===== src/rtl/core/isc_pkg.sv =====
// shared types and constants for the insertion sorter with counts
// no dependencies; every other file imports it

package isc_pkg;

  localparam int ISC_SLOTS   = 64;
  localparam int VALUE_W     = 32;
  localparam int COMPARE_W   = 11;
  localparam int MOVE_W      = 12;
  localparam int COUNTER_W   = 12;
  localparam int GROUP_BITS  = 8;

  // what a cell shows to its two neighbors
  typedef struct packed {
    logic signed [VALUE_W-1:0] value;
    logic                      valid;
    logic                      gt;
  } cell_link_t;

  // per-cycle command broadcast to every cell
  typedef struct packed {
    logic ins;
    logic pop;
  } cell_ctrl_t;

  typedef enum logic [2:0] {
    ST_FILL = 3'b001,
    ST_WAIT = 3'b010,
    ST_EMIT = 3'b100
  } state_t;

endpackage


===== src/rtl/core/isc_cell.sv =====
// one slot of the insertion chain: holds a value and its valid bit
// depends on isc_pkg

module isc_cell
  import isc_pkg::*;
(
  input  logic                      clk,
  input  logic                      rst,
  input  cell_ctrl_t                ctrl,
  input  logic signed [VALUE_W-1:0] sample,
  input  cell_link_t                prev_link,
  input  cell_link_t                next_link,
  output cell_link_t                link
);

  logic signed [VALUE_W-1:0] value;
  logic                      valid;
  logic                      gt;
  logic                      take;

  assign gt   = valid && (value > sample);
  // shifted up by a smaller new value, or the first empty slot
  assign take = gt || (!valid && prev_link.valid);

  always_ff @(posedge clk) begin
    if (ctrl.ins && take) begin
      value <= prev_link.gt ? prev_link.value : sample;
    end else if (ctrl.pop) begin
      value <= next_link.value;
    end
  end

  always_ff @(posedge clk) begin
    if (rst) begin
      valid <= 1'b0;
    end else if (ctrl.ins && take) begin
      valid <= 1'b1;
    end else if (ctrl.pop) begin
      valid <= next_link.valid;
    end
  end

  assign link = '{value: value, valid: valid, gt: gt};

endmodule


===== config.mk =====
export PLATFORM = sky130hd
export DESIGN_NAME = isc_cell
export DESIGN_NICKNAME = d
export VERILOG_FILES = /design/src/rtl/core/isc_pkg.sv /design/src/rtl/core/isc_cell.sv
export SDC_FILE = /design/constraint.sdc
export NUM_CORES = 1
export LEC_CHECK = 0
export ABC_AREA = 1
export BUFFER_PORTS_ARGS = -buffer_cell sky130_fd_sc_hd__buf_2
export CORE_ASPECT_RATIO = 2
export CORE_MARGIN = 3
export CORE_UTILIZATION = 50
export CTS_CLUSTER_SIZE = 8
export DETAILED_ROUTE_END_ITERATION = 10
export MAX_ROUTING_LAYER = met4
export PLACE_DENSITY_LB_ADDON = 0.12
export SKIP_LAST_GASP = 1
export SLEW_MARGIN = 15
export SYNTH_ARGS = -nofsm -noshare
export SYNTH_HDL_FRONTEND = slang
export SYNTH_SLANG_ARGS = --single-unit

===== constraint.sdc =====
create_clock -name clk -period 9.1 [get_ports clk]
set_clock_uncertainty 0.1 [all_clocks]
set_input_delay 1.82 -clock clk [delete_from_list [all_inputs] [get_ports clk]]
set_output_delay 1.82 -clock clk [all_outputs]
set_load 0.03 [all_outputs]

; Yosys cells after proc, flatten, opt, wreduce, memory -nomap -nowiden
; Index checks and enable logic that the tools add are counted.
[classes]
magnitude_cmp = 1
muxes = 5
n_reduce_logical = 6
[op_table]
columns = op, n
row1 = 32-bit two-way mux, 3
row2 = 32-bit greater-than comparator, 1
row3 = 1-bit logical AND, 3
row4 = 1-bit two-way mux, 2
row5 = 2-bit nonzero test, 1
row6 = 1-bit zero test, 1
row7 = 1-bit logical OR, 1
[word_totals]
register_bits = 33
in_bits = 104
output_inout_bits = 34

; Logic depth before layout (Yosys ltp)
; Gate-level depths: netlist of the first run.
[depth]
depth_word = 5
mapped_depth = 20
mapped_depth_nobuf = 19

; Worst setup path after synthesis of the first run
; No wires, ideal clock.
[synth_path]
path_type = input to output
from = input port sample[31]
to = output port link[0] (netlist bit)
t_arrival_ns = 3.067
slack_ns = 4.113
stages = 11
path_buffers = 1
path_cell_list = inv_1 -> ha_1 -> nand2_1 -> nor2_2 -> nand2_1 -> nor4_4 -> nand2_1 -> nand3_1 -> nand3_2 -> inv_1 -> buf_4
[synth_between]
elab_chain_len = 2
[synth_rtl]
columns = element, line_no
row1 = from (decl), isc_cell.sv:10  ; input logic signed [VALUE_W-1:0] sample,
row2 = 32-bit greater-than comparator, isc_cell.sv:21  ; assign gt = valid && (value > sample);
row3 = 1-bit logical AND, isc_cell.sv:21
row4 = to (decl), isc_cell.sv:13  ; output cell_link_t link
; No other way between the ends.

==> results of run 1 <==
## through the flow
step           utilization (%)  cells  setup slack (ns)
2_1_floorplan                -    364              4.11
3_3_place_gp              65.0    540              3.81
3_5_place_dp              65.0    540              3.81
4_1_cts                   66.8    548              3.80
5_1_grt                   66.8    548              3.58
6_report                  66.8    548              3.80
## kinds of logic (layout without fill, tap and decap cells)
family | count (synthesis) | count (layout) | share of synthesized area (%)
adders and majority gates | 32 | 32 | 14.7
buffers and inverters | 62 | 188 | 10.0
and+or+nand+nor | 181 | 181 | 28.2
muxes | 1 | 1 | 0.414
AOI/OAI and AO/OA | 55 | 55 | 10.6
DFF | 33 | 33 | 36.0
## state kept, by name, summed over array words and instances, names as in the netlist
signal	count
valid	1
value	32
## power by group through the flow
stage	sequential (mW)	combinational [mW]	clock (mW)
final	0.201	0.191	0.117
after global routing	0.204	0.215	0.124
after CTS	0.201	0.194	0.122
after detailed placement	0.204	0.193	0
after global placement	0.204	0.189	0
after floorplan	0.240	0.0973	0
## synth_stat cells (3+ instances only)
library cell,instances
nand2_1,132
inv_1,43
nand3_1,34
o21ai_0,34
edfxtp_1,32
ha_1,32
a21oi_1,15
clkbuf_1,10
nor2_1,8
buf_4,4
buf_6,3
## cells in the final DEF (no fill, tap or decap), drive strengths merged, types with 2 or more instances in the layout
cell type,count
a21o,2
o21a,2
edfxtp,32
buf,137
clkbuf,8
nand2,134
ha,32
inv,43
a21oi,16
o21ai,35
nand4,2
nand3,35
nor2,9
## final cells by class
type                       instances  area [um2]  share of cell area (%)
timing repair buffer             137         688                    19.9
inverter                          43         161                    4.66
multi-input combinational        269        1470                    42.4
clock buffer                       8        90.1                    2.60
sequential                        33         981                    28.3
tap                               58        72.6                    2.10
## worst paths after layout
check	slack [ns]	from	to
worst max-delay path	3.80	sample[31]	link[0]
worst min-delay path	0.61	valid$_SDFFE_PP0P_	valid$_SDFFE_PP0P_
worst max register to register	5.42	value[31]$_DFFE_PP_	value[7]$_DFFE_PP_
worst min register to register	0.61	valid$_SDFFE_PP0P_	valid$_SDFFE_PP0P_
## worst max-delay path, cell delays in order
cell     delay, ns
buf_2         0.07
inv_1         0.05
ha_1          0.34
nand2_1       0.10
nor2_2        0.12
nand2_1       0.11
nor4_4        0.17
nand2_1       0.10
nand3_1       0.09
nand3_2       0.11
inv_1         0.08
buf_2         0.19
## layer usage
layer  global-route usage (%)  wire, um  up-vias
met5                        -         0        -
met4                     10.1       194        0
met3                     4.31       456       13
met2                     47.6      4170      112
met1                     22.1      2560     1264
li1                         -         -     1442
==> impl_metrics.json, run 1 <==
{
  "worstPathArrival_ns": 3.38,
  "via_per_inst": 5.17,
  "die_y_um": 110,
  "num_antenna_cells": 0,
  "hold_depth": 4,
  "maxSlewViolCount": 0,
  "ctsResizeCount": 0,
  "numCtsBuffers": 5,
  "drt_iter0_drc": 116,
  "hold_viol_final": 0,
  "clk_pin_slew_worst_paths_ns": 0.06,
  "tightest_slew_ns": 0.968,
  "syn-cell-area_um2": 2720,
  "power_density_nw_per_um2": 147,
  "period_share_pct": 58.2,
  "async_reset_ff_share_pct": 0,
  "ys_types": 23,
  "ant_nets": 0,
  "start_util_pct": 52.5,
  "holdWs_ns": 0.609,
  "grt_pass1_wl_um": 11500,
  "worstSetupPathType": "in2out",
  "fin_crit_ns": 5.30,
  "die_area_um2": 6420,
  "die_w_um": 58.2,
  "comb_power_share_pct": 37.5,
  "clk_latency_ns": 0.30,
  "synth-edff-count": 32,
  "drc": 0,
  "intPower_mw": 0.320,
  "drive_above_1_share_pct": 30.6,
  "drt_pre_antenna_iters": 4,
  "rsz0062_at_grt": "false",
  "antenna_found_initial": 0,
  "postCtsSetupBuffers": 0,
  "hpwl_um": 5550,
  "root_buffer": "clkbuf_8",
  "switchingPower_mw": 0.190,
  "yosys.area.top_type": "edfxtp_1",
  "synthesis.nets": 500,
  "finalPower_mw": 0.510,
  "maxCapViolations": 0,
  "seq_area_frac_synth_pct": 36.0,
  "relSlewSlack_pct": 35.4,
  "core_area_um2": 5180,
  "min_path_type": "reg2reg",
  "r2r_cells": 12,
  "status": "completed",
  "leakage_nw": 1.97,
  "grtUsageTotal_pct": 24.3,
  "ys.flop_type": "edfxtp_1",
  "cts_tree": "done",
  "htree_levels": 2,
  "finalSetupTns_ns": 0,
  "gp_congestion": 0.847,
  "max_freq_mhz": 189,
  "ys_top_cells_by_area": "edfxtp_1, nand2_1, ha_1",
  "fill_cells": 505,
  "synth_top_area_share_pct": 35.3,
  "finalNetCount": 625,
  "ys_warn_count": 0,
  "required_ns": 7.18,
  "setup_viol": 0,
  "critPathLaunchType": "input port",
  "netlist_instances": 364,
  "grt_max_degree": 64,
  "synth.avg_cell_area_um2": 7.48,
  "finalInstanceArea_um2": 3460,
  "p_clk_share_pct": 23.0,
  "ir_drop_uv": 162,
  "crit_fanout": 4,
  "clk_path_buf_depth": 2,
  "wirelength_um": 7390,
  "placed_cell_area_um2": 3370,
  "area_growth_pct": 27.2,
  "grt-ovfl-total": 0,
  "first_global_vias": 2797,
  "io_pins": 138,
  "cts.sinks": 33,
  "endpoint_kind": "output port",
  "std_cell_rows": 37,
  "p_seq_share_pct": 39.5,
  "cts_hold_buf": 0,
  "synth-seq-cells": 33,
  "port_buffers": 136,
  "vias": 2831,
  "switching_share_pct": 37.3,
  "wl_per_cell_um": 13.5
}
(Power assumes the default switching activity.)
==> inputs of run 2 (changes only) <==
- CORE_UTILIZATION: 50 -> 42
- clock period: 9.1 -> 4.3 ns (I/O delays scaled with it)
==> run 2 against run 1 <==
  * Core utilization decreased by 9.1 points
  * Register-to-register slack lost 3.9 ns
  * Setup slack worse by 2.9 ns
  * Global-route usage is 3.5 points lower
  * Count of clock-buffer cells in the layout shrank 2
  * Sequential power is 110% higher
  * Highest routed layer unchanged
==> impl_metrics.json, run 2 (synthesized netlist as in run 1, its figures left out) <==
{
  "mostFrequentLayoutCells": "buf_2, nand2_1, inv_1, nand3_1, o21ai_0",
  "comb_power_share_pct": 34.6,
  "finalSetupTns_ns": 0,
  "p_seq_share_pct": 36.6,
  "largest_register_ffs": 32,
  "power_density_nw_per_um2": 329,
  "first_global_vias": 2778,
  "die_area_um2": 7540,
  "wirelength_um": 7380,
  "numCtsBuffers": 5,
  "grt_max_degree": 64,
  "finalInstanceArea_um2": 3550,
  "cts_tree": "done",
  "switching_share_pct": 35.1,
  "tightest_slew_ns": 0.952,
  "gp_congestion": 0.791,
  "reg_top3": "value x32, valid x1",
  "holdWs_ns": 0.555,
  "maxSlewViolCount": 0,
  "setup_viol": 0,
  "drive_above_1_share_pct": 30.8,
  "crit_fanout": 4,
  "wl_met1_um": 2690,
  "std_cell_rows": 40,
  "period_share_pct": 79.4,
  "worstSetupPathType": "in2out",
  "drt_iter0_drc": 104,
  "placed_cell_area_um2": 3420,
  "drc": 0,
  "max_freq_mhz": 293,
  "wl_met3_um": 465,
  "critPathLaunchType": "input port",
  "cts_hold_buf": 0,
  "required_ns": 3.34,
  "clk_pin_slew_worst_paths_ns": 0.05,
  "port_buffers": 136,
  "clk_latency_ns": 0.28,
  "largest_register": "value",
  "hold_viol_final": 0,
  "min_path_type": "reg2reg",
  "rsz0062_at_grt": "false",
  "switchingPower_mw": 0.409,
  "postCtsSetupBuffers": 0,
  "vias": 2817,
  "antenna_found_initial": 0,
  "root_buffer": "clkbuf_16",
  "drt_pre_antenna_iters": 4,
  "io_pins": 138,
  "die_y_um": 120,
  "maxCapViolations": 0,
  "core_area_um2": 6160,
  "fin_crit_ns": 3.41,
  "p_clk_share_pct": 28.7,
  "num_antenna_cells": 0,
  "ir_drop_uv": 291,
  "grtUsageTotal_pct": 20.8,
  "ant_nets": 0,
  "route.met2.wl_um": 4040,
  "relSlewSlack_pct": 36.6,
  "worstPathArrival_ns": 2.45,
  "ctsResizeCount": 0,
  "leakage_nw": 2.00,
  "start_util_pct": 44.2,
  "via_per_inst": 4.90,
  "area_growth_pct": 30.5,
  "hpwl_um": 5740,
  "intPower_mw": 0.758,
  "htree_levels": 2,
  "topRoutingLayerUsed": "met4",
  "clk_path_buf_depth": 2,
  "finalNetCount": 627,
  "final_common_cell": "buf_2",
  "final_util_pct": 57.7,
  "status": "completed",
  "grt-ovfl-total": 0,
  "finalPower_mw": 1.17,
  "die_w_um": 62.9,
  "wl_per_cell_um": 12.8,
  "cts.sinks": 33,
  "grt_pass1_wl_um": 12200,
  "endpoint_kind": "output port"
}
run 2: cell types whose count changed in the layout (fill, tap and decap cells not counted):
cell	delta
buf_4	+2
clkbuf_8	-6
clkbuf_1	-1
clkbuf_16	+5
clkinv_1	+1
run 2: routing by layer:
metal  vias up  GRT usage, %
met5         -             -
met4         0          9.13
met3        14          4.03
met2       110          37.5
met1      1247          21.6
li1       1446             -
run 2: cell type report:
cell class,instances,area (um2)
Clock inverter,1,3.75
Clock buffer,6,129
Tap cell,84,105
Sequential cell,33,981
Inverter,43,161
Multi-Input combinational cell,269,1470
Fill cell,635,2600
Timing Repair Buffer,139,703
run 2: worst paths after layout:
path	startpoint	cells after the start	slack (ns)	endpoint
hold reg to reg	valid$_SDFFE_PP0P_	4	0.56	valid$_SDFFE_PP0P_
setup reg to reg	value[31]$_DFFE_PP_	13	1.49	value[10]$_DFFE_PP_
setup / recovery	sample[31]	12	0.89	link[0]
hold / removal	valid$_SDFFE_PP0P_	4	0.56	valid$_SDFFE_PP0P_
run 2: stage by stage:
| stage | cells | setup WS, ns |
|---|---|---|
| 6_report | 575 | 0.885 |
| 5_1_grt | 575 | 0.729 |
| 2_1_floorplan | 364 | 0.883 |
| 3_3_place_gp | 568 | 0.902 |
| 3_5_place_dp | 568 | 0.850 |
| 4_1_cts | 575 | 0.843 |
run 2: power groups by stage:
| stage | Sequential, mW | Combinational (mW) | Clock [mW] |
|---|---|---|---|
| 6_report | 0.428 | 0.404 | 0.336 |
| 5_1_grt | 0.433 | 0.459 | 0.355 |
| 4_1_cts | 0.428 | 0.410 | 0.344 |
| 3_5_place_dp | 0.434 | 0.408 | 0 |
| 3_3_place_gp | 0.434 | 0.401 | 0 |
| 2_1_floorplan | 0.509 | 0.206 | 0 |
run 2: worst max-delay path: stages:
cell     delay (ns)
buf_2          0.08
inv_1          0.04
ha_1           0.34
nand2_1        0.10
nor2_2         0.15
nand2_1        0.12
nor4_4         0.19
nand2_1        0.11
nand3_1        0.09
nand3_2        0.11
inv_1          0.07
buf_2          0.19
