`src/rtl/core/isc_pkg.sv`:
```
// shared types and constants for the insertion sorter with counts
// no dependencies; every other file imports it

package isc_pkg;

  localparam int ISC_SLOTS   = 64;
  localparam int VALUE_W     = 32;
  localparam int COMPARE_W   = 11;
  localparam int MOVE_W      = 12;
  localparam int COUNTER_W   = 12;
  localparam int GROUP_BITS  = 8;

  // what a cell shows to its two neighbors
  typedef struct packed {
    logic signed [VALUE_W-1:0] value;
    logic                      valid;
    logic                      gt;
  } cell_link_t;

  // per-cycle command broadcast to every cell
  typedef struct packed {
    logic ins;
    logic pop;
  } cell_ctrl_t;

  typedef enum logic [2:0] {
    ST_FILL = 3'b001,
    ST_WAIT = 3'b010,
    ST_EMIT = 3'b100
  } state_t;

endpackage

```
`src/rtl/core/isc_popcount.sv`:
```
// two-stage registered count of the cells that shift on an insert
// depends on isc_pkg

module isc_popcount
  import isc_pkg::*;
#(
  parameter int SLOTS = ISC_SLOTS
) (
  input  logic                       clk,
  input  logic                       rst,
  input  logic                       in_valid,
  input  logic [SLOTS-1:0]           gt_vec,
  output logic                       busy,
  output logic                       sum_valid,
  output logic [$clog2(SLOTS+1)-1:0] sum
);

  localparam int CW     = $clog2(SLOTS + 1);
  localparam int GROUPS = (SLOTS + GROUP_BITS - 1) / GROUP_BITS;
  localparam int GW     = $clog2(GROUP_BITS + 1);

  logic [GW-1:0] grp_next [GROUPS];
  logic [GW-1:0] grp      [GROUPS];
  logic          grp_valid;
  logic [CW-1:0] sum_next;

  always_comb begin
    for (int g = 0; g < GROUPS; g++) begin
      grp_next[g] = '0;
      for (int b = 0; b < GROUP_BITS; b++) begin
        if (g * GROUP_BITS + b < SLOTS) begin
          grp_next[g] = grp_next[g] + GW'(gt_vec[g * GROUP_BITS + b]);
        end
      end
    end
  end

  always_comb begin
    sum_next = '0;
    for (int g = 0; g < GROUPS; g++) begin
      sum_next = sum_next + CW'(grp[g]);
    end
  end

  always_ff @(posedge clk) begin
    grp <= grp_next;
    sum <= sum_next;
  end

  always_ff @(posedge clk) begin
    if (rst) begin
      grp_valid <= 1'b0;
      sum_valid <= 1'b0;
    end else begin
      grp_valid <= in_valid;
      sum_valid <= grp_valid;
    end
  end

  assign busy = grp_valid || sum_valid;

endmodule

```
`config.mk`:
```
export PLATFORM = sky130hd
export DESIGN_NAME = isc_popcount
export DESIGN_NICKNAME = d
export VERILOG_FILES = /design/src/rtl/core/isc_pkg.sv /design/src/rtl/core/isc_popcount.sv
export SDC_FILE = /design/constraint.sdc
export NUM_CORES = 1
export LEC_CHECK = 0
export ABC_AREA = 0
export ABC_CLOCK_PERIOD_IN_PS = 8029
export BUFFER_PORTS_ARGS = -buffer_cell sky130_fd_sc_hd__buf_2
export CAP_MARGIN = 30
export CORE_AREA = 2 2 75 77
export CTS_CLUSTER_SIZE = 16
export DETAILED_ROUTE_END_ITERATION = 10
export DIE_AREA = 0 0 77 79
export PLACE_DENSITY = 0.85
export SYNTH_ARGS = -nofsm -noshare
export SYNTH_HDL_FRONTEND = slang
export SYNTH_SLANG_ARGS = --single-unit
```
`constraint.sdc`:
```
create_clock -name clk -period 8.03 [get_ports clk]
set_input_delay 1.606 -clock clk [delete_from_list [all_inputs] [get_ports clk]]
set_output_delay 1.606 -clock clk [all_outputs]
set_load 0.005 [all_outputs]
```
Yosys cells after proc, flatten, opt, wreduce, memory -nomap -nowiden. Cells that the tools add are included.

Register bits: 41. Input bits: 67.

Add/sub/neg operators: 63. Reductions and logical operators: 1.

Operator list (count): adder 4 x 1 -> 4 bit (32); adder 3 x 1 -> 4 bit (8); adder 7 x 4 -> 7 bit (4); adder 2 x 1 -> 3 bit (8); adder 1 x 1 -> 2 bit (8); adder 6 x 4 -> 7 bit (1); adder 5 x 4 -> 6 bit (1); adder 4 x 4 -> 5 bit (1); logical OR 1 bit (1).

Logic depth before layout (Yosys ltp). Gate-level depths: netlist of run 1.

Word-level depth: 7. Gate-level depth with buffers: 14. Mapped depth without buffers: 14.

Worst setup path after synthesis of run 1. No wires, ideal clock.

Kind: in2reg. Start point: input port gt_vec[40]. End point: register grp[10] (netlist name). Setup time: 118 ps. Data arrival time: 3821 ps. Required time: 7912 ps. Slack: 4091 ps. Stages on the path: 8. Buffers on the path: 0. Cell sequence: fa_1 -> inv_1 -> fa_1 -> fa_1 -> inv_1 -> ha_1 -> fa_1 -> xor2_1.

RTL lines: start: declaration (line isc_popcount.sv:12) `input logic [SLOTS-1:0] gt_vec,`; end signal: assignment (line isc_popcount.sv:46) `grp <= grp_next;`; end: declaration (line isc_popcount.sv:23) `logic [GW-1:0] grp [GROUPS];`.

==> results.yml, run 1 <==
detailed_routing:
  drt-total-wl_mm: 4.417
  wire_per_inst_um: 10.11
  postRouteAntennaNets: 0
  dr.pass1.iters: 3
  drtIter0Drc: 21
  via_per_inst: 4.284
  drcViolationCount: 0
  num_vias: 1872
floorplan:
  die_h_um: 79
  core_mm2: 0.005338
  rows: 27
  dieArea_mm2: 0.006083
  start_util: 0.5609
  die_w_um: 77
  boundaryPins: 76
logic_synthesis:
  seq_area_frac_synth: 0.2741
  syn-cell-area_mm2: 0.002994
  syn-instance-count: 282
  yosysUniqueCellTypes: 13
  synth-simple-area-share: 0.02716
  synth.mux.area_fraction: 0
  synth_top_cell_by_area: "fa_1"
  synth_compound_area_frac: 0.02048
  synth_top_area_frac: 0.3677
  synth_area_leaders: "fa_1, dfxtp_1, inv_1"
  synth_xor_area_frac: 0.02925
  synth_top_family_by_area: "adder cells"
  ys_warn_count: 0
  synth_seq_cells: 41
  synth_area_per_cell_um2: 10.62
  synth_fp_nets: 435
  synth_adder_area_share: 0.4973
worst_setup_path:
  r2r-end: "sum[6]$_DFF_P_"
  cp.arrival_ns: 4.04
  cp_max_fo: 2
  cp-start-kind: "input pin"
  rrSetupSlack_ns: 4.44
  regToRegStartpoint: "grp[2]$_DFF_P_"
  worst-r2r-cell-count: 14
  worst_ep_required_time_ns: 8.22
  endpoint_kind: "register"
  path_class: "input pin to register"
global_route:
  grt_use_total: 0.1712
  overflow: 0
  grt_pass1_wl_mm: 8.142
  grt_max_degree: 14
  grt_pass1_vias: 2024
  antenna_found_initial: 0
clocking:
  cts_buffers: 5
  cts.clk_slew.worst_paths_ns: 0.08
  root_buffer: "clkbuf_8"
  ctsLongestPathBuffers: 2
  hold_buffers: 0
  tritoncts: "done"
  cts.repair.resized: 0
  cts.sinks: 41
  cts-htree-levels: 2
  postCtsSetupBuffers: 0
  clk_latency_ns: 0.30
sta:
  tightest_slew_ns: 0.1659
  setup_tns_ns: 0
  rsz0062_at_grt: "no"
  setup_violations: 0
  slew_viol_final: 0
  maxSlewHeadroom: 0.8882
  clock_skew_ns: 0.007085
  hold_viol_final: 0
  min_period_over_period: 0.4789
  fmax_ghz: 0.2600
  period_needed_ns: 3.846
placement:
  routabilityCongestion: 0.7521
  portBuffers: 75
  hpwl_mm: 4.017
worst_hold_path:
  min-delay-start: "grp_valid$_SDFF_PP0_"
  min_path_type: "register to register"
  holdPathStages: 1
  min_to: "sum_valid$_SDFF_PP0_"
final_layout:
  fillers: 430
  final_util: 0.6643
  finalNetCount: 517
  layout-drive-gt1-share: 0.2329
  insertedDiodeCount: 0
  area_growth_pct: 18.43
status:
  status: "completed"
run:
  maxCapViolCount: 0
==> registers in the layout, summed over array words and instances (netlist names) <==
register,cells
grp_valid,1
grp,32
sum_valid,1
sum,7
==> final cells by class <==
| cell class | instances | area (µm²) | area share |
|---|---|---|---|
| Clock buffer | 5 | 68.82 | 0.01941 |
| Clock inverter | 3 | 17.52 | 0.004940 |
| Inverter | 121 | 454.2 | 0.1281 |
| Multi-Input combinational cell | 120 | 1719 | 0.4848 |
| Sequential cell | 41 | 820.8 | 0.2315 |
| Tap cell | 72 | 90.09 | 0.02541 |
| Timing Repair Buffer | 75 | 375.4 | 0.1059 |
==> routing by layer <==
metal,wire (µm),up-vias,global-route usage
li1,-,932,-
met1,1663,890,0.1977
met2,2483,44,0.3202
met3,208,6,0.03523
met4,61,0,0.05357
met5,0,-,0
==> cells by family (layout without fill, tap and decap cells) <==
| kind of cell | after synthesis | after routing |
|---|---|---|
| adders and majority gates | 86 | 86 |
| AOI/OAI and AO/OA | 11 | 11 |
| buffers and inverters | 121 | 204 |
| xor gates and xnor gates | 10 | 10 |
| DFF | 41 | 41 |
| and+or+nand+nor | 13 | 13 |
==> through the flow <==
step	area, µm²	setup slack, ns	hold slack (ns)	instances
finish	3546	4.184	0.4671	437
detailed placement	3460	3.851	0.4562	429
floorplan	2994	4.091	0.4292	282
global placement	3460	3.937	0.4418	429
CTS	3546	4.172	0.4702	437
global route	3546	4.123	0.4876	437
==> synthesized netlist by cell type <==
cell,count
o21ai_0,1
fa_1,55
a21oi_1,8
or2_2,1
inv_1,121
a21oi_2,1
xnor2_1,3
xor2_1,7
nor2b_1,11
a21o_1,1
dfxtp_1,41
nand2b_1,1
ha_1,31
==> worst max-delay path, cell delays in order <==
cell	delay, ns
buf_2	0.11
fa_1	0.54
inv_1	0.05
fa_1	0.45
fa_1	0.50
inv_1	0.04
ha_1	0.20
fa_1	0.39
xor2_1	0.15
==> cells in the final DEF (no fill, tap or decap) <==
cell type / instances
inv_1: 121
buf_2: 75
fa_1: 55
dfxtp_1: 41
ha_1: 31
nor2b_1: 11
a21oi_1: 8
xor2_1: 7
clkbuf_8: 5
xnor2_1: 3
clkinv_2: 2
o21ai_0: 1
nand2b_1: 1
a21o_1: 1
a21oi_2: 1
or2_2: 1
clkinvlp_4: 1
==> worst max-delay path by stage <==
| stage | from | end | cells past startpoint |
|---|---|---|---|
| floorplan | gt_vec[40] | grp[10]$_DFF_P_ | 8 |
| global placement | gt_vec[0] | grp[30]$_DFF_P_ | 9 |
| detailed placement | gt_vec[0] | grp[30]$_DFF_P_ | 9 |
| CTS | gt_vec[0] | grp[30]$_DFF_P_ | 9 |
| global route | gt_vec[48] | grp[6]$_DFF_P_ | 9 |
| finish | gt_vec[0] | grp[30]$_DFF_P_ | 9 |
Power of run 1 is not shown: default switching activity piles up to over one toggle a cycle in this logic, so the estimate is an artifact.
==> run 2: changes to the inputs <==
==> config.mk (replaced) <==
export PLATFORM = sky130hd
export DESIGN_NAME = isc_popcount
export DESIGN_NICKNAME = d
export VERILOG_FILES = /design/src/rtl/core/isc_pkg.sv /design/src/rtl/core/isc_popcount.sv
export SDC_FILE = /design/constraint.sdc
export NUM_CORES = 1
export LEC_CHECK = 0
export ABC_AREA = 1
export ABC_CLOCK_PERIOD_IN_PS = 3400
export BUFFER_PORTS_ARGS = -buffer_cell sky130_fd_sc_hd__buf_2
export CAP_MARGIN = 30
export CORE_AREA = 2 2 82 84
export CTS_CLUSTER_SIZE = 16
export DETAILED_ROUTE_END_ITERATION = 10
export DIE_AREA = 0 0 84 86
export PLACE_DENSITY = 0.76
export SYNTH_ARGS = -nofsm -noshare
export SYNTH_HDL_FRONTEND = slang
export SYNTH_SLANG_ARGS = --single-unit
==> constraint.sdc (replaced) <==
create_clock -name clk -period 3.4 [get_ports clk]
set_input_delay 0.68 -clock clk [delete_from_list [all_inputs] [get_ports clk]]
set_output_delay 0.68 -clock clk [all_outputs]
set_load 0.005 [all_outputs]
==> run 2 against run 1 <==
Routed wire length down 3.7%. Synthesized cell count is 6.7% higher. Core utilization is 8.7 points lower. Final cell count is 5.5% higher. Hold slack worse by 0.040 ns. Flip-flop and latch count is the same. Via count up 3.8%.
==> results.yml, run 2 <==
placement:
  placed_area_mm2: 0.003507
  portBuffers: 75
  routabilityCongestion: 0.7791
  hpwl_mm: 3.901
global_route:
  grt_pass1_wl_mm: 7.714
  grt_use_total: 0.1321
  grt_max_degree: 13
  grt-busiest-layer: "met2"
  antenna_found_initial: 0
  grt_use_met2: 0.2429
  met1_usage: 0.1495
  overflow: 0
  grt_pass1_vias: 1976
  use_met3: 0.03561
floorplan:
  start_util: 0.4824
  dieArea_mm2: 0.007224
  rows: 29
  die_w_um: 84
  core_mm2: 0.006277
  die_h_um: 86
  boundaryPins: 76
detailed_routing:
  postRouteAntennaNets: 0
  num_vias: 1943
  drtIter0Drc: 28
  drcViolationCount: 0
  wire_per_inst_um: 9.226
  via_per_inst: 4.215
  drt-total-wl_mm: 4.253
  dr.pass1.iters: 4
worst_setup_path:
  cp-start-kind: "register"
  path_class: "register to register"
  worst_ep_required_time_ns: 3.58
  endpoint_kind: "register"
  cp_max_fo: 2
  cp.arrival_ns: 3.50
final_layout:
  fillers: 559
  design_area_mm2: 0.003626
  finalNetCount: 537
  largest_reg_flops: 32
  top_regs: "grp x32, sum x7"
  final_common_cell: "inv_1"
  insertedDiodeCount: 0
  final_cell_mix: "inv_1, buf_2, fa_1"
  regMostFlops: "grp"
  area_growth_pct: 19.75
  layout-drive-gt1-share: 0.2500
clocking:
  postCtsSetupBuffers: 0
  tritoncts: "done"
  ctsLongestPathBuffers: 2
  cts_buffers: 5
  cts.sinks: 41
  clk_latency_ns: 0.28
  cts-htree-levels: 2
  hold_buffers: 0
  cts.clk_slew.worst_paths_ns: 0.07
  root_buffer: "clkbuf_8"
sta:
  maxSlewHeadroom: 0.9023
  rsz0062_at_grt: "yes"
  clock_skew_ns: 0.001806
  tightest_slew_ns: 0.1461
  setup_violations: 0
  min_period_over_period: 0.9740
  slew_viol_final: 0
  period_needed_ns: 3.312
  fmax_ghz: 0.3020
  hold_viol_final: 0
logic_synthesis:
  syn-instance-count: 301
  yosys-top-cells-count: "inv_1, fa_1, dfxtp_1"
  synthArstFlopShare: 0
  seq_area_frac_synth: 0.2711
  syn-cell-area_mm2: 0.003028
  synth_area_per_cell_um2: 10.06
  synth_area_leaders: "fa_1, dfxtp_1, inv_1"
  synth_seq_cells: 41
  synth_top_area_frac: 0.3636
  synth-edff-count: 0
  ys_warn_count: 0
  synth_fp_nets: 454
  synth_most_common_cell: "inv_1"
  synth_top_cell_by_area: "fa_1"
  ys.flop_type: "dfxtp_1"
  yosysUniqueCellTypes: 13
status:
  status: "completed"
worst_hold_path:
  min_path_type: "register to register"
run:
  maxCapViolCount: 0
-- run 2: changes by cell type after synthesis, moves of 3 or more --
cell and delta:
a21oi_1 -6, nand3_1 +11, nand2_1 +21, inv_1 +4, nor2_1 +3, nor2b_1 -11
-- run 2: metal layers --
metal	up-vias	routed length [µm]
li1	987	-
met2	43	2302
met1	909	1688
met3	4	209
met5	-	0
met4	0	53
-- run 2: stage by stage --
stage	utilization	setup TNS, ns	instances	setup WS, ns	hold slack [ns]
final	0.5776	0	461	0.08843	0.4268
after global routing	0.5776	-0.02828	461	-0.01643	0.4982
after CTS	0.5756	-0.007068	461	-0.007068	0.4336
after detailed placement	0.5587	-0.01101	454	-0.01101	0.4226
after global placement	0.5587	0	454	0.03484	0.4034
after floorplan	-	0	301	0.05131	0.3977
-- run 2: area by class of cell --
cell class | instances | area [µm²] | share of cell area
clock buffers | 5 | 68.82 | 0.01898
clock inverters | 2 | 35.03 | 0.009662
inverters | 126 | 473.0 | 0.1304
multi-input cells | 134 | 1747 | 0.4817
flip-flops and latches | 41 | 823.3 | 0.2271
well taps | 77 | 96.34 | 0.02657
repair buffers | 76 | 382.9 | 0.1056
-- run 2: logic make-up after synthesis --
family	count (synthesis)	synth area share
adders and majority gates	86	0.4917
xor gates and xnor gates	9	0.02603
AOI/OAI and AO/OA	3	0.004957
buffers and inverters	126	0.1562
and+or+nand+nor	36	0.05000
DFF	41	0.2711
-- run 2: path summary, 6_finish.rpt --
path	from	endpoint	slack [ns]	cells after the start
hold reg to reg	grp_valid$_SDFF_PP0_	sum_valid$_SDFF_PP0_	0.43	2
setup / recovery	grp[15]$_DFF_P_	sum[5]$_DFF_P_	0.09	13
setup reg to reg	grp[15]$_DFF_P_	sum[5]$_DFF_P_	0.09	13
hold / removal	grp_valid$_SDFF_PP0_	sum_valid$_SDFF_PP0_	0.43	2
-- run 2: timing repair --
item                                    in CTS  in global routing
endpoints found under the setup margin       1                  4
gates resized for setup                      1                 10
pin swaps                                    2                  8
gates cloned                                 0                  0
-- run 2: worst max-delay path, cell delays in order, from the launching register on --
cell	delay [ns]
dfxtp_1	0.31
inv_1	0.05
fa_1	0.52
inv_1	0.05
fa_1	0.50
fa_1	0.55
inv_1	0.06
fa_2	0.56
inv_1	0.05
ha_1	0.29
nand2_1	0.08
nand2_1	0.07
nand3_1	0.07
nand2_1	0.05
Power of run 2 is left out for the same reason.
==> run 3: changes to the inputs <==
==> config.mk (replaced) <==
export PLATFORM = sky130hd
export DESIGN_NAME = isc_popcount
export DESIGN_NICKNAME = d
export VERILOG_FILES = /design/src/rtl/core/isc_pkg.sv /design/src/rtl/core/isc_popcount.sv
export SDC_FILE = /design/constraint.sdc
export NUM_CORES = 1
export LEC_CHECK = 0
export ABC_AREA = 0
export ABC_CLOCK_PERIOD_IN_PS = 3400
export CAP_MARGIN = 30
export CORE_AREA = 2 2 75 77
export CTS_CLUSTER_SIZE = 16
export DETAILED_ROUTE_END_ITERATION = 10
export DIE_AREA = 0 0 77 79
export DONT_BUFFER_PORTS = 1
export PLACE_DENSITY = 0.81
export SYNTH_ARGS = -nofsm -noshare
export SYNTH_HDL_FRONTEND = slang
export SYNTH_SLANG_ARGS = --single-unit
==> run 3 against run 2 <==
Flip-flop and latch count unchanged. Core utilization increased by 2.6 points. Critical path type unchanged. Count of clock-buffer cells in the layout increased by 1. Register-to-register slack got worse by 0.03 ns. Sequential share of layout area increased by 2.9 points. Hold slack improved by 0.024 ns. First-iteration DRC count decreased by 39%. Clock skew increased by 0.0035 ns. Largest cell class unchanged. Routed wire length decreased by 4.3%. Setup slack got worse by 0.027 ns.
==> results.yml, run 3 (synthesis results as in run 1) <==
final_layout:
  area_growth_pct: 7.647
  layout-drive-gt1-share: 0.08904
  top_regs: "grp x32, sum x7"
  final_common_cell: "inv_1"
  fillers: 453
  finalNetCount: 444
  seqCellArea_um2: 825.8
  regMostFlops: "grp"
  final_cell_mix: "inv_1, fa_1, dfxtp_1"
  insertedDiodeCount: 0
  multi_input_area_mm2: 0.001727
  largest_reg_flops: 32
sta:
  tightest_slew_ns: 0.1502
  maxSlewHeadroom: 0.8995
  clock_skew_ns: 0.005276
  setup_violations: 0
  slew_viol_final: 0
  hold_viol_final: 0
  timing.hold.ws_ns: 0.4510
  fmax_ghz: 0.2995
  period_needed_ns: 3.339
  min_period_over_period: 0.9821
  rsz0062_at_grt: "yes"
detailed_routing:
  wire_per_inst_um: 11.19
  postRouteAntennaNets: 0
  via_per_inst: 4.445
  drcViolationCount: 0
  drt-total-wl_mm: 4.072
  drtIter0Drc: 17
  dr.pass1.iters: 4
  num_vias: 1618
placement:
  routabilityCongestion: 0.7563
  hpwl_mm: 3.740
  portBuffers: 0
clocking:
  ctsLongestPathBuffers: 2
  cts_buffers: 5
  clk_latency_ns: 0.30
  cts-htree-levels: 2
  tritoncts: "done"
  cts.clk_slew.worst_paths_ns: 0.08
  root_buffer: "clkbuf_8"
  cts.sinks: 41
global_route:
  antenna_found_initial: 0
  overflow: 0
  grt_pass1_wl_mm: 7.314
  grt_use_total: 0.1563
  grt_max_degree: 14
  grt_pass1_vias: 1831
floorplan:
  die_w_um: 77
  dieArea_mm2: 0.006083
  core_mm2: 0.005338
  start_util: 0.5609
  die_h_um: 79
  boundaryPins: 76
  rows: 27
worst_setup_path:
  cp_max_fo: 2
  critPathCapture: "sum[6]$_DFF_P_"
  r2r-end: "sum[6]$_DFF_P_"
  endpoint_kind: "register"
  path_class: "register to register"
  worst_ep_required_time_ns: 3.65
  rrSetupSlack_ns: 0.06
  startpoint: "grp[10]$_DFF_P_"
  cp.arrival_ns: 3.59
  regToRegStartpoint: "grp[10]$_DFF_P_"
  cp-start-kind: "register"
  worst-r2r-cell-count: 14
worst_hold_path:
  min_path_type: "input pin to register"
  min-delay-start: "rst"
run:
  maxCapViolCount: 0
status:
  status: "completed"
==> run 3: cell types whose count changed in the layout (fill, tap and decap cells not counted), sizes merged <==
cell / before / now
inv: 126 / 121
nand3: 11 / 0
xnor2: 2 / 3
a21o: 0 / 1
nand2: 21 / 0
nor2b: 0 / 11
nor2: 3 / 0
nand2b: 0 / 1
a21oi: 2 / 9
clkbuf: 5 / 6
buf: 76 / 2
==> run 3: per-stage QoR <==
step	area, µm²	util	setup WS, ns	setup TNS, ns	cells
6_report	3223	0.6038	0.06102	0	364
5_1_grt	3223	0.6038	-0.05937	-0.1277	364
4_1_cts	3217	0.6027	-0.007461	-0.007461	364
3_5_place_dp	3084	0.5778	-0.08605	-0.2046	354
3_3_place_gp	3084	0.5778	-0.04466	-0.06288	354
2_1_floorplan	2994	-	0.03108	0	282
==> run 3: how the worst min path moves through the flow <==
stage | end | slack, ns | depth (start not counted)
CTS | sum_valid$_SDFF_PP0_ | 0.44 | 1
floorplan | sum_valid$_SDFF_PP0_ | 0.43 | 1
detailed placement | sum_valid$_SDFF_PP0_ | 0.45 | 1
global placement | sum_valid$_SDFF_PP0_ | 0.44 | 1
global route | sum_valid$_SDFF_PP0_ | 0.45 | 1
finish | sum_valid$_SDFF_PP0_ | 0.45 | 1
==> run 3: cell type report <==
| type | instances | share of cell area |
|---|---|---|
| multi-input combinational | 120 | 0.5357 |
| clock buffer | 6 | 0.02252 |
| timing repair buffer | 2 | 0.004658 |
| tap | 72 | 0.02795 |
| sequential | 41 | 0.2562 |
| clock inverter | 2 | 0.01203 |
| inverter | 121 | 0.1409 |
==> run 3: timing repair <==
item                                    in CTS  in global routing
buffers inserted                             2                  0
endpoints found under the setup margin       3                  4
gates resized for setup                      8                  8
pin swaps                                   10                 13
hold buffers                                 0                  0
==> run 3: worst max-delay path: stages (launching register included) <==
cell and delay, ns:
dfxtp_2 0.33, inv_2 0.03, fa_1 0.52, inv_1 0.05, fa_1 0.49, fa_1 0.53
inv_2 0.04, fa_1 0.42, inv_1 0.07, ha_2 0.18, inv_2 0.04, fa_2 0.34
nor2b_1 0.12, o21ai_1 0.06, nand2b_1 0.06
==> run 3: routing by layer <==
| layer | wire length [µm] | GRT usage |
|---|---|---|
| met1 | 1539 | 0.1703 |
| met4 | 94 | 0.07143 |
| met3 | 198 | 0.03636 |
| met2 | 2240 | 0.2895 |
| met5 | 0 | 0 |
Power of run 3 is left out for the same reason.
